<file path="src/design/assert_macros.svh">
// Assertion macros shared by the RTL.
`ifndef ASSERT_MACROS_SVH
`define ASSERT_MACROS_SVH

// Same-cycle implication, checked outside reset.
`define CHK_IMPL(label, ante, cons, msg) \
	label: assert property (@(posedge clk) disable iff (!arst_n) (ante) |-> (cons)) \
		else $error(msg);

// Next-cycle implication, checked outside reset.
`define CHK_NEXT(label, ante, cons, msg) \
	label: assert property (@(posedge clk) disable iff (!arst_n) (ante) |=> (cons)) \
		else $error(msg);

`endif

</file>
<file path="src/design/iecs_pkg.sv">
// Types and constants of the I2C EEPROM access sequencer.
package iecs_pkg;

	localparam int MAX_BURST_DEF = 256;
	localparam int QDEPTH        = 2;

	localparam logic [1:0] FUNC_BEGIN  = 2'd0;
	localparam logic [1:0] FUNC_SUPPLY = 2'd1;
	localparam logic [1:0] FUNC_STEP   = 2'd2;

	typedef enum logic [1:0] {
		K_NONE   = 2'd0,
		K_BEGIN  = 2'd1,
		K_SUPPLY = 2'd2,
		K_STEP   = 2'd3
	} kind_t;

	typedef enum logic [2:0] {
		ACT_NONE    = 3'd0,
		ACT_START   = 3'd1,
		ACT_RESTART = 3'd2,
		ACT_SEND    = 3'd3,
		ACT_RECV    = 3'd4,
		ACT_ACK     = 3'd5,
		ACT_NACK    = 3'd6,
		ACT_STOP    = 3'd7
	} act_t;

	typedef enum logic [2:0] {
		ST_OK   = 3'd0,
		ST_DEV  = 3'd1,
		ST_AHI  = 3'd2,
		ST_ALO  = 3'd3,
		ST_RSEL = 3'd4
	} st_t;

	typedef enum logic [11:0] {
		PH_IDLE    = 12'b0000_0000_0001,
		PH_START   = 12'b0000_0000_0010,
		PH_DEV     = 12'b0000_0000_0100,
		PH_AHI     = 12'b0000_0000_1000,
		PH_ALO     = 12'b0000_0001_0000,
		PH_WDATA   = 12'b0000_0010_0000,
		PH_SDATA   = 12'b0000_0100_0000,
		PH_RESTART = 12'b0000_1000_0000,
		PH_RSEL    = 12'b0001_0000_0000,
		PH_RECV    = 12'b0010_0000_0000,
		PH_ACKING  = 12'b0100_0000_0000,
		PH_STOP    = 12'b1000_0000_0000
	} phase_t;

	typedef struct packed {
		kind_t       kind;
		logic        op_read;
		logic [7:0]  device_byte;
		logic [15:0] mem_address;
		logic [8:0]  burst_length;
		logic [7:0]  data;
		logic        ack_bit;
	} item_t;

	typedef struct packed {
		act_t       bus_action;
		logic [7:0] tx_byte;
		logic       need_data;
		logic       rx_valid;
		logic [7:0] rx_data;
		logic       rx_last;
		logic       done_res;
		st_t        status;
	} res_t;

endpackage

</file>
<file path="src/design/iecs_fifo.sv">
// Short first-in first-out queue of packed words.
module iecs_fifo import iecs_pkg::*; #(
	parameter int W = 8
) (
	input  logic         clk,
	input  logic         arst_n,
	input  logic         push,
	input  logic [W-1:0] wdata,
	output logic         full,
	input  logic         pop,
	output logic [W-1:0] rdata,
	output logic         empty
);

	localparam int PTR_W = (QDEPTH > 1) ? $clog2(QDEPTH) : 1;
	localparam int CNT_W = $clog2(QDEPTH + 1);

	logic [W-1:0]     store_q [QDEPTH];
	logic [PTR_W-1:0] wr_q, rd_q;
	logic [CNT_W-1:0] cnt_q;
	logic             push_ok, pop_ok;

	assign full    = (cnt_q == CNT_W'(QDEPTH));
	assign empty   = (cnt_q == '0);
	assign push_ok = push && !full;
	assign pop_ok  = pop && !empty;
	assign rdata   = store_q[rd_q];

	always_ff @(posedge clk) begin
		if (push_ok) begin
			store_q[wr_q] <= wdata;
		end
	end

	always_ff @(posedge clk or negedge arst_n) begin
		if (!arst_n) begin
			wr_q  <= '0;
			rd_q  <= '0;
			cnt_q <= '0;
		end else begin
			if (push_ok) begin
				wr_q <= (wr_q == PTR_W'(QDEPTH - 1)) ? '0 : wr_q + 1'b1;
			end
			if (pop_ok) begin
				rd_q <= (rd_q == PTR_W'(QDEPTH - 1)) ? '0 : rd_q + 1'b1;
			end
			if (push_ok && !pop_ok) begin
				cnt_q <= cnt_q + 1'b1;
			end else if (pop_ok && !push_ok) begin
				cnt_q <= cnt_q - 1'b1;
			end
		end
	end

endmodule

</file>
<file path="src/design/iecs_front.sv">
// Front end: classifies requests, clamps the burst length and queues them.
module iecs_front import iecs_pkg::*; #(
	parameter int MAX_BURST = MAX_BURST_DEF
) (
	input  logic        clk,
	input  logic        arst_n,
	input  logic        push,
	output logic        full,
	input  logic [1:0]  func,
	input  logic        op_read,
	input  logic [7:0]  device_byte,
	input  logic [15:0] mem_address,
	input  logic [8:0]  burst_length,
	input  logic [7:0]  write_byte,
	input  logic        ack_bit,
	input  logic [7:0]  rx_byte,
	output logic        item_valid,
	output item_t       item,
	input  logic        item_take
);

	item_t item_d;
	logic  item_empty;
	logic [8:0] len;

	always_comb begin
		len = burst_length;
		if (len == '0) begin
			len = 9'd1;
		end
		if (17'(len) > 17'(MAX_BURST)) begin
			len = 9'(MAX_BURST);
		end
	end

	always_comb begin
		item_d              = '0;
		item_d.op_read      = op_read;
		item_d.device_byte  = device_byte;
		item_d.mem_address  = mem_address;
		item_d.burst_length = len;
		item_d.ack_bit      = ack_bit;
		case (func)
			FUNC_BEGIN: begin
				item_d.kind = K_BEGIN;
			end
			FUNC_SUPPLY: begin
				item_d.kind = K_SUPPLY;
				item_d.data = write_byte;
			end
			FUNC_STEP: begin
				item_d.kind = K_STEP;
				item_d.data = rx_byte;
			end
			default: begin
				item_d.kind = K_NONE;
			end
		endcase
	end

	iecs_fifo #(.W($bits(item_t))) u_q (
		.clk    (clk),
		.arst_n (arst_n),
		.push   (push),
		.wdata  (item_d),
		.full   (full),
		.pop    (item_take),
		.rdata  (item),
		.empty  (item_empty)
	);

	assign item_valid = !item_empty;

endmodule

</file>
<file path="src/design/iecs_back.sv">
// Back end: transaction state machine and result queue.
module iecs_back import iecs_pkg::*; (
	input  logic  clk,
	input  logic  arst_n,
	input  logic  item_valid,
	input  item_t item,
	output logic  item_take,
	output res_t  res,
	output logic  empty,
	input  logic  pop
);

	phase_t      phase_q, phase_d;
	logic        is_read_q, is_read_d;
	logic [7:0]  dev_q, dev_d;
	logic [15:0] addr_q, addr_d;
	logic [8:0]  left_q, left_d;
	st_t         fstat_q, fstat_d;
	res_t        res_d;
	logic        out_full;

	assign item_take = item_valid && !out_full;

	always_comb begin
		phase_d   = phase_q;
		is_read_d = is_read_q;
		dev_d     = dev_q;
		addr_d    = addr_q;
		left_d    = left_q;
		fstat_d   = fstat_q;
		res_d     = '0;
		case (item.kind)
			K_BEGIN: begin
				if (phase_q == PH_IDLE) begin
					is_read_d        = item.op_read;
					dev_d            = item.device_byte;
					addr_d           = item.mem_address;
					left_d           = item.burst_length;
					fstat_d          = ST_OK;
					res_d.bus_action = ACT_START;
					phase_d          = PH_START;
				end
			end
			K_SUPPLY: begin
				if (phase_q == PH_WDATA) begin
					res_d.bus_action = ACT_SEND;
					res_d.tx_byte    = item.data;
					if (left_q != '0) begin
						left_d = left_q - 9'd1;
					end
					phase_d = PH_SDATA;
				end
			end
			K_STEP: begin
				case (phase_q)
					PH_START: begin
						res_d.bus_action = ACT_SEND;
						res_d.tx_byte    = dev_q;
						phase_d          = PH_DEV;
					end
					PH_DEV: begin
						if (item.ack_bit) begin
							res_d.bus_action = ACT_STOP;
							fstat_d          = ST_DEV;
							phase_d          = PH_STOP;
						end else begin
							res_d.bus_action = ACT_SEND;
							res_d.tx_byte    = addr_q[15:8];
							phase_d          = PH_AHI;
						end
					end
					PH_AHI: begin
						if (item.ack_bit) begin
							res_d.bus_action = ACT_STOP;
							fstat_d          = ST_AHI;
							phase_d          = PH_STOP;
						end else begin
							res_d.bus_action = ACT_SEND;
							res_d.tx_byte    = addr_q[7:0];
							phase_d          = PH_ALO;
						end
					end
					PH_ALO: begin
						if (item.ack_bit) begin
							res_d.bus_action = ACT_STOP;
							fstat_d          = ST_ALO;
							phase_d          = PH_STOP;
						end else if (is_read_q) begin
							res_d.bus_action = ACT_RESTART;
							phase_d          = PH_RESTART;
						end else begin
							phase_d = PH_WDATA;
						end
					end
					PH_SDATA: begin
						if (left_q == '0) begin
							res_d.bus_action = ACT_STOP;
							fstat_d          = ST_OK;
							phase_d          = PH_STOP;
						end else begin
							phase_d = PH_WDATA;
						end
					end
					PH_RESTART: begin
						res_d.bus_action = ACT_SEND;
						res_d.tx_byte    = dev_q + 8'd1;
						phase_d          = PH_RSEL;
					end
					PH_RSEL: begin
						if (item.ack_bit) begin
							res_d.bus_action = ACT_STOP;
							fstat_d          = ST_RSEL;
							phase_d          = PH_STOP;
						end else begin
							res_d.bus_action = ACT_RECV;
							phase_d          = PH_RECV;
						end
					end
					PH_RECV: begin
						if (left_q != '0) begin
							left_d = left_q - 9'd1;
						end
						res_d.rx_valid   = 1'b1;
						res_d.rx_data    = item.data;
						res_d.rx_last    = (left_d == '0);
						res_d.bus_action = res_d.rx_last ? ACT_NACK : ACT_ACK;
						phase_d          = PH_ACKING;
					end
					PH_ACKING: begin
						if (left_q == '0) begin
							res_d.bus_action = ACT_STOP;
							fstat_d          = ST_OK;
							phase_d          = PH_STOP;
						end else begin
							res_d.bus_action = ACT_RECV;
							phase_d          = PH_RECV;
						end
					end
					PH_STOP: begin
						res_d.done_res = 1'b1;
						res_d.status   = fstat_q;
						phase_d        = PH_IDLE;
					end
					default: begin
					end
				endcase
			end
			default: begin
			end
		endcase
		res_d.need_data = (phase_d == PH_WDATA);
	end

	always_ff @(posedge clk or negedge arst_n) begin
		if (!arst_n) begin
			phase_q   <= PH_IDLE;
			is_read_q <= 1'b0;
			dev_q     <= '0;
			addr_q    <= '0;
			left_q    <= '0;
			fstat_q   <= ST_OK;
		end else if (item_take) begin
			phase_q   <= phase_d;
			is_read_q <= is_read_d;
			dev_q     <= dev_d;
			addr_q    <= addr_d;
			left_q    <= left_d;
			fstat_q   <= fstat_d;
		end
	end

	iecs_fifo #(.W($bits(res_t))) u_res_q (
		.clk    (clk),
		.arst_n (arst_n),
		.push   (item_take),
		.wdata  (res_d),
		.full   (out_full),
		.pop    (pop),
		.rdata  (res),
		.empty  (empty)
	);

endmodule

</file>
<file path="src/design/i2c_eeprom_access_sequencer_core.sv">
// Top level of the I2C EEPROM access sequencer.
// Results: a result is pushed into the result queue when its request is taken.
// Throughput: one request per cycle; the back-end state machine takes one
// queued request each cycle while its result queue has room.
// Reset: arst_n clears both queues and returns the sequencer to idle.
`include "assert_macros.svh"

module i2c_eeprom_access_sequencer_core import iecs_pkg::*; #(
	parameter int MAX_BURST = MAX_BURST_DEF
) (
	input  logic        clk,
	input  logic        arst_n,
	input  logic        push,
	output logic        full,
	input  logic [1:0]  func,
	input  logic        op_read,
	input  logic [7:0]  device_byte,
	input  logic [15:0] mem_address,
	input  logic [8:0]  burst_length,
	input  logic [7:0]  write_byte,
	input  logic        ack_bit,
	input  logic [7:0]  rx_byte,
	output logic        empty,
	input  logic        pop,
	output logic [2:0]  bus_action,
	output logic [7:0]  tx_byte,
	output logic        need_data,
	output logic        rx_valid,
	output logic [7:0]  rx_data,
	output logic        rx_last,
	output logic        done_res,
	output logic [2:0]  status
);

	item_t item;
	logic  item_valid, item_take;
	res_t  res;

	iecs_front #(.MAX_BURST(MAX_BURST)) u_front (
		.clk          (clk),
		.arst_n       (arst_n),
		.push         (push),
		.full         (full),
		.func         (func),
		.op_read      (op_read),
		.device_byte  (device_byte),
		.mem_address  (mem_address),
		.burst_length (burst_length),
		.write_byte   (write_byte),
		.ack_bit      (ack_bit),
		.rx_byte      (rx_byte),
		.item_valid   (item_valid),
		.item         (item),
		.item_take    (item_take)
	);

	iecs_back u_back (
		.clk        (clk),
		.arst_n     (arst_n),
		.item_valid (item_valid),
		.item       (item),
		.item_take  (item_take),
		.res        (res),
		.empty      (empty),
		.pop        (pop)
	);

	assign bus_action = res.bus_action;
	assign tx_byte    = res.tx_byte;
	assign need_data  = res.need_data;
	assign rx_valid   = res.rx_valid;
	assign rx_data    = res.rx_data;
	assign rx_last    = res.rx_last;
	assign done_res   = res.done_res;
	assign status     = res.status;

	`CHK_IMPL(a_done_quiet, !empty && done_res, bus_action == ACT_NONE, "done with bus action")
	`CHK_IMPL(a_rx_ack, !empty && rx_valid, bus_action inside {ACT_ACK, ACT_NACK}, "rx without ack")
	`CHK_IMPL(a_last_nack, !empty && rx_last, rx_valid && bus_action == ACT_NACK, "last byte not nacked")
	`CHK_IMPL(a_status_done, !empty && status != ST_OK, done_res, "status outside done")

endmodule
</file>
<file path="config.mk">
export PLATFORM = sky130hd
export DESIGN_NAME = i2c_eeprom_access_sequencer_core
export DESIGN_NICKNAME = d
export VERILOG_FILES = /design/src/design/iecs_pkg.sv /design/src/design/iecs_fifo.sv /design/src/design/iecs_front.sv /design/src/design/iecs_back.sv /design/src/design/i2c_eeprom_access_sequencer_core.sv
export VERILOG_INCLUDE_DIRS = /design/src /design/src/design
export SDC_FILE = /design/constraint.sdc
export NUM_CORES = 1
export LEC_CHECK = 0
export BUFFER_PORTS_ARGS = -buffer_cell sky130_fd_sc_hd__buf_2
export CORE_UTILIZATION = 56
export DETAILED_ROUTE_END_ITERATION = 6
export GPL_ROUTABILITY_DRIVEN = 0
export GPL_TIMING_DRIVEN = 0
export PLACE_DENSITY_LB_ADDON = 0.3
export SYNTH_ARGS = -nofsm -noshare
export SYNTH_HDL_FRONTEND = slang
export SYNTH_SLANG_ARGS = --single-unit
</file>
<file path="constraint.sdc">
create_clock -name clk -period 3.6 [get_ports clk]
set_input_delay 0.18 -clock clk [delete_from_list [all_inputs] [get_ports clk]]
set_output_delay 0.18 -clock clk [all_outputs]
set_load 0.02 [all_outputs]
</file>
==> results.toml, run 1 <==
[cells_and_area]
diodes = 0
final_cell_mix = "edfxtp_1 (142), buf_2 (87), nand2_1 (56), dfrtp_1 (56), mux2i_1 (43)"
layout_commonest_cell = "edfxtp_1"
syn_to_final_growth_pct = 17.6
utilization_pct = 68.2
multi_input_area_um2 = 3080
final_nets = 893
drive_above_1_share_pct = 20.1
seq_area_um2 = 5690
n_fill_cell = 1119
layout.cells.non_filler = 1052

[setup_path]
end_kind = "register"
critPathKind = "register to register"
critPathTopFamily = "simple AND/OR/NAND/NOR gates"
start_kind = "register"
crit_slowest_cell = "nor3_1"
critPathMaxStageDelay_ns = 0.77
worst-path-buf-inv = 1
crit_required_ns = 3.74
cp_max_fo = 6
worst-endpoint-arrival_ns = 3.60
crit_chain = "inv_1 > ha_1 > or4b_1 > nor3_1 > nor3_1 > xnor2_1 > a311oi_1 > o21a_1 > o211ai_1"
worst_path_most_repeated_cell = "nor3_1"

[cts]
clock_latency_ns = 0.43
cts_tree = "done"
cts_setup_buffers = 0
htree_levels = 4
clk_path_buf_depth = 2
numCtsBuffers = 17
clk_pin_slew_ns = 0.06
cts.sinks = 199
cts_root_buf = "clkbuf_16"

[logic_synthesis]
netlist_area_um2 = 8950
synthCells = 695
ys.flop_type = "edfxtp_1"
synth_cell_types = 62
ys_warn_count = 0
syn_nets = 760
yosys_register_bits = 199
synth_seq_area_share_pct = 63.6
synth_edf_count = 142
avgSynthCellArea_um2 = 12.9
async_reset_ff_share_pct = 28.6

[power_and_ir_drop]
comb_power_share_pct = 33.0
switching_power_mw = 2.62
p_leak_nw = 4.08
clkPwrFrac_pct = 22.2
p_per_area_nw_per_um2 = 735
switching_share_pct = 33.8
pwr-share-seq_pct = 44.7
intPower_mw = 5.12
ir_worst_vdd_mv = 0.423

[place]
pre_cts_ws_ns = 0.249
port_buffers = 84
placedCellCount = 993
hpwl_mm = 13.1

[sta]
finalHoldViolCount = 0
period_needed_ns = 3.46
fmax_mhz = 289
rsz0062_at_grt = "no"
setup_viol = 0
timing.slew.headroom_pct = 21.7
tightest_slew_ns = 1.17
final.period_utilization_pct = 96.2
layout_setup_ws_ns = 0.137
slew_viol_final = 0
fin_skew_ns = 0.0103
finalSetupTns_ns = 0

[detailed_routing]
dr_total_vias = 6204
drc = 0
drtAntennaViolNets = 0
wirelength_mm = 18.8
first_pass_iters = 5
drt-wirelength-per-cell_um = 17.9
viasPerCell = 5.90
drt_iter0_markers = 542

[grt]
grt_overflow = 0
grt_pass1_vias = 6005
antenna_found_initial = 0
grt_pass1_wl_mm = 29.6
grt_max_degree = 58
track_usage_pct = 24.0

[floorplan]
die_w_um = 128
start_util_pct = 58.0
placementRows = 45
die_height_um = 128
core_um2 = 15400
die-area_um2 = 16500
io_pins = 85

[run_status]
status = "finished clean"

[flow_run]
maxCapViolCount = 0

[min_path]
hp-class = "input pin to register"
-- worst register-to-register path, stage by stage, from the launching register on --
cell	delay, ns
dfrtp_1	0.41
inv_1	0.13
ha_1	0.15
or4b_1	0.49
nor3_1	0.77
nor3_1	0.14
xnor2_1	0.20
a311oi_1	0.60
o21a_1	0.19
o211ai_1	0.09
-- timing repair --
action                                 in CTS  in global routing
hold buffers                               26                  1
resized for setup                           0                  0
endpoints found under the hold margin      52                 56
-- area by class of cell --
cell class	count	area share [%]
Clock buffer	20	4.15
Buffer	38	1.40
Sequential cell	199	54.1
Multi-Input combinational cell	447	29.3
Timing Repair Buffer	114	7.23
Inverter	11	0.392
Clock inverter	12	0.939
Tap cell	211	2.51
-- state kept, by name, indices dropped and copies added (netlist names), 2 cells and up --
signal                  flops
u_back.u_res_q.cnt_q        2
u_back.addr_q              16
u_back.phase_q             12
u_back.left_q               9
u_back.dev_q                8
u_back.u_res_q.store_q     52
u_front.u_q.store_q        90
u_back.fstat_q              3
u_front.u_q.cnt_q           2
-- power by group through the flow --
| stage | Combinational [mW] | Sequential (mW) | Clock (mW) |
|---|---|---|---|
| floorplan | 1.77 | 3.45 | 0 |
| global placement | 2.38 | 3.50 | 0 |
| detailed placement | 2.54 | 3.51 | 0 |
| CTS | 2.57 | 3.46 | 1.74 |
| global route | 2.78 | 3.52 | 1.84 |
| finish | 2.56 | 3.46 | 1.72 |
-- layer usage --
layer  global-route usage, %  share of wire, %  up-vias
met5                       0                 0        -
met4                    11.3               2.5        0
met3                    5.11               7.5       38
met2                    38.5                48      300
met1                    31.5                42     2968
li1                        -                 -     2898
-- Yosys cell counts (all sizes together) (10+ instances only) --
cell    number  area share, %
a22oi       12            1.0
buf         12           0.56
clkbuf      26            1.1
dfrtp       56             16
edfxtp     142             48
inv         10           0.42
mux2        34            4.3
mux2i       43            4.8
nand2       56            2.3
nor2        32            1.3
nor2b       17            1.2
nor3        12           0.67
nor4        11            1.1
o21ai       66            3.7
o22ai       14           0.98
-- through the flow --
step / area, um^2 / total power, mW / hold slack (ns)
after floorplan: 8950 / 5.22 / -0.116
after global placement: 9640 / 5.88 / 0.367
after detailed placement: 9720 / 6.04 / 0.371
after CTS: 10500 / 7.77 / 0.0750
after global routing: 10500 / 8.13 / 0.109
final: 10500 / 7.74 / 0.0888
-- final timing paths --
path,from,end,slack (ns),depth (start not counted)
max in group asynchronous,arst_n,u_back.dev_q[2]$_DFFE_PN0P_,2.74,2
worst max register to register,u_back.left_q[0]$_DFFE_PN0P_,u_back.u_res_q.store_q[1][23]$_DFFE_PP_,0.14,9
worst max-delay path,u_back.left_q[0]$_DFFE_PN0P_,u_back.u_res_q.store_q[1][23]$_DFFE_PP_,0.14,9
worst min-delay path,burst_length[0],u_front.u_q.store_q[1][9]$_DFFE_PP_,0.09,3
worst min register to register,u_back.addr_q[7]$_DFFE_PN0P_,u_back.addr_q[7]$_DFFE_PN0P_,0.50,2
min in group asynchronous,arst_n,u_back.u_res_q.cnt_q[0]$_DFFE_PN0P_,0.37,2
-- cell families after synthesis --
family,share of synthesized area (%)
AO/OA/AOI/OAI,10.5
XOR/XNOR,1.66
adder cells (fa/ha/maj),1.12
buffers and inverters,2.11
flip-flops,63.6
multiplexers,9.13
AND/OR/NAND/NOR,11.9
Note: power is estimated with default switching activity, not from simulation.
==> run 2, diff against run 1 <==
--- a/config.mk
+++ b/config.mk
@@ -7,6 +7,7 @@
 export NUM_CORES = 1
 export LEC_CHECK = 0
 export BUFFER_PORTS_ARGS = -buffer_cell sky130_fd_sc_hd__buf_2
+export CORE_ASPECT_RATIO = 1.25
 export CORE_UTILIZATION = 56
 export DETAILED_ROUTE_END_ITERATION = 6
 export GPL_ROUTABILITY_DRIVEN = 0
==> run 2 against run 1 <==
First-iteration DRC count down 0.18%. Worst setup slack better by 0.15 ns. Sequential power is essentially flat. Fmax up 4.6%. Routed wire length rose by 0.70%. Clock skew decreased by 0.0025 ns. Largest cell class unchanged. Via count increased by 1.1%.
==> results.toml, run 2 (same netlist as run 1, synthesis figures left out) <==
[run_status]
status = "finished clean"

[detailed_routing]
wirelength_mm = 18.9
dr_total_vias = 6274
drtAntennaViolNets = 0
first_pass_iters = 6
drt_iter0_markers = 541
viasPerCell = 5.96
drc = 0
drt-wirelength-per-cell_um = 18.0

[cells_and_area]
final_nets = 893
layout.cells.non_filler = 1053
final_cell_mix = "edfxtp_1 (142), buf_2 (87), nand2_1 (56), dfrtp_1 (56), mux2i_1 (43)"
diodes = 0
final_area_um2 = 10600
top_regs = "u_front.u_q.store_q (90), u_back.u_res_q.store_q (52), u_back.addr_q (16)"
largest_register_ffs = 90
syn_to_final_growth_pct = 18.3
drive_above_1_share_pct = 20.3
top_register = "u_front.u_q.store_q"
layout_commonest_cell = "edfxtp_1"
n_fill_cell = 1167

[floorplan]
die-area_um2 = 16500
start_util_pct = 57.3
placementRows = 51
die_height_um = 143
die_w_um = 115
io_pins = 85
core_um2 = 15600

[cts]
cts.sinks = 199
htree_levels = 4
cts_root_buf = "clkbuf_16"
cts_tree = "done"
numCtsBuffers = 17
clk_path_buf_depth = 2
cts_setup_buffers = 0
clk_pin_slew_ns = 0.07
clock_latency_ns = 0.43

[sta]
final.period_utilization_pct = 92.0
layout_setup_ws_ns = 0.289
tightest_slew_ns = 1.15
rsz0062_at_grt = "no"
finalSetupTns_ns = 0
finalHoldViolCount = 0
period_needed_ns = 3.31
fin_skew_ns = 0.00774
timing.slew.headroom_pct = 23.3
setup_viol = 0
slew_viol_final = 0
fmax_mhz = 302

[min_path]
hp-class = "input pin to register"
min-delay-start = "pop"
whs_path_depth = 3

[grt]
antenna_found_initial = 0
track_usage_pct = 23.9
grt_max_degree = 58
grt_pass1_wl_mm = 29.8
grt_pass1_vias = 6262
grt_overflow = 0

[place]
port_buffers = 84
pre_cts_ws_ns = 0.307
place_area_um2 = 9700
placedCellCount = 994
hpwl_mm = 13.2

[power_and_ir_drop]
clkPwrFrac_pct = 24.3
pwr-share-seq_pct = 43.8
p_per_area_nw_per_um2 = 749
switching_share_pct = 33.0
p_leak_nw = 4.11
intPower_mw = 5.31
ir_worst_vdd_mv = 0.386
switching_power_mw = 2.62
comb_power_share_pct = 31.9

[setup_path]
worst-endpoint-arrival_ns = 3.57
r2r_cells = 8
critPathKind = "register to register"
cp_max_fo = 10
start_kind = "register"
crit_required_ns = 3.86
rr_startpoint = "u_back.phase_q[0]$_DFFE_PN1P_"
end_kind = "register"
crit_start = "u_back.phase_q[0]$_DFFE_PN1P_"

[flow_run]
maxCapViolCount = 0
-- run 2: area by class of cell --
class,instances,area (um^2),area share [%]
well taps,212,265,2.50
repair buffers,114,748,7.06
multi-input cells,447,3090,29.2
clock inverters,12,169,1.59
plain buffers,38,148,1.39
clock buffers,20,437,4.12
inverters,11,41.3,0.390
flip-flops and latches,199,5690,53.7
-- run 2: path summary, 6_finish.rpt --
path	to	slack, ns
worst max-delay path	u_back.u_res_q.store_q[1][22]$_DFFE_PP_	0.29
worst min-delay path	u_back.u_res_q.rd_q$_DFFE_PN0P_	0.11
worst max register to register	u_back.u_res_q.store_q[1][22]$_DFFE_PP_	0.29
worst min register to register	u_back.addr_q[10]$_DFFE_PN0P_	0.49
max in group asynchronous	u_back.phase_q[10]$_DFFE_PN0P_	2.76
min in group asynchronous	u_front.u_q.cnt_q[0]$_DFFE_PN0P_	0.35
-- run 2: power groups by stage --
stage	Combinational, mW	Clock, mW	Sequential, mW
after floorplan	1.77	0	3.45
after global placement	2.37	0	3.50
after detailed placement	2.50	0	3.52
after CTS	2.54	1.95	3.47
after global routing	2.76	2.03	3.53
final	2.53	1.93	3.47
-- run 2: timing repair --
item,4_1_cts,5_1_grt
endpoints found under the setup margin,0,3
hold buffers,26,1
endpoints found under the hold margin,52,56
resized for setup,0,2
-- run 2: per-stage QoR --
stage	total power [mW]	hold slack [ns]	util, %
floorplan	5.22	-0.116	-
global placement	5.87	0.367	61.6
detailed placement	6.02	0.372	62.1
CTS	7.96	0.0662	67.6
global route	8.32	0.118	67.8
finish	7.93	0.107	67.8
-- run 2: per-layer routing --
layer / GRT usage [%] / wire [um] / vias up
li1: - / - / 2904
met1: 28.1 / 7530 / 3045
met2: 41.7 / 9840 / 267
met3: 3.84 / 935 / 58
met4: 13.3 / 634 / 0
met5: 0 / 0 / -
-- run 2: worst max-delay path: stages (launching register included) --
cell and delay [ns]:
dfstp_2 0.36, clkbuf_1 0.23, nor4_2 0.84, nand3_1 0.24
nor2_1 0.64, a41oi_1 0.21, a31oi_1 0.28, a221oi_1 0.14
o22ai_1 0.20
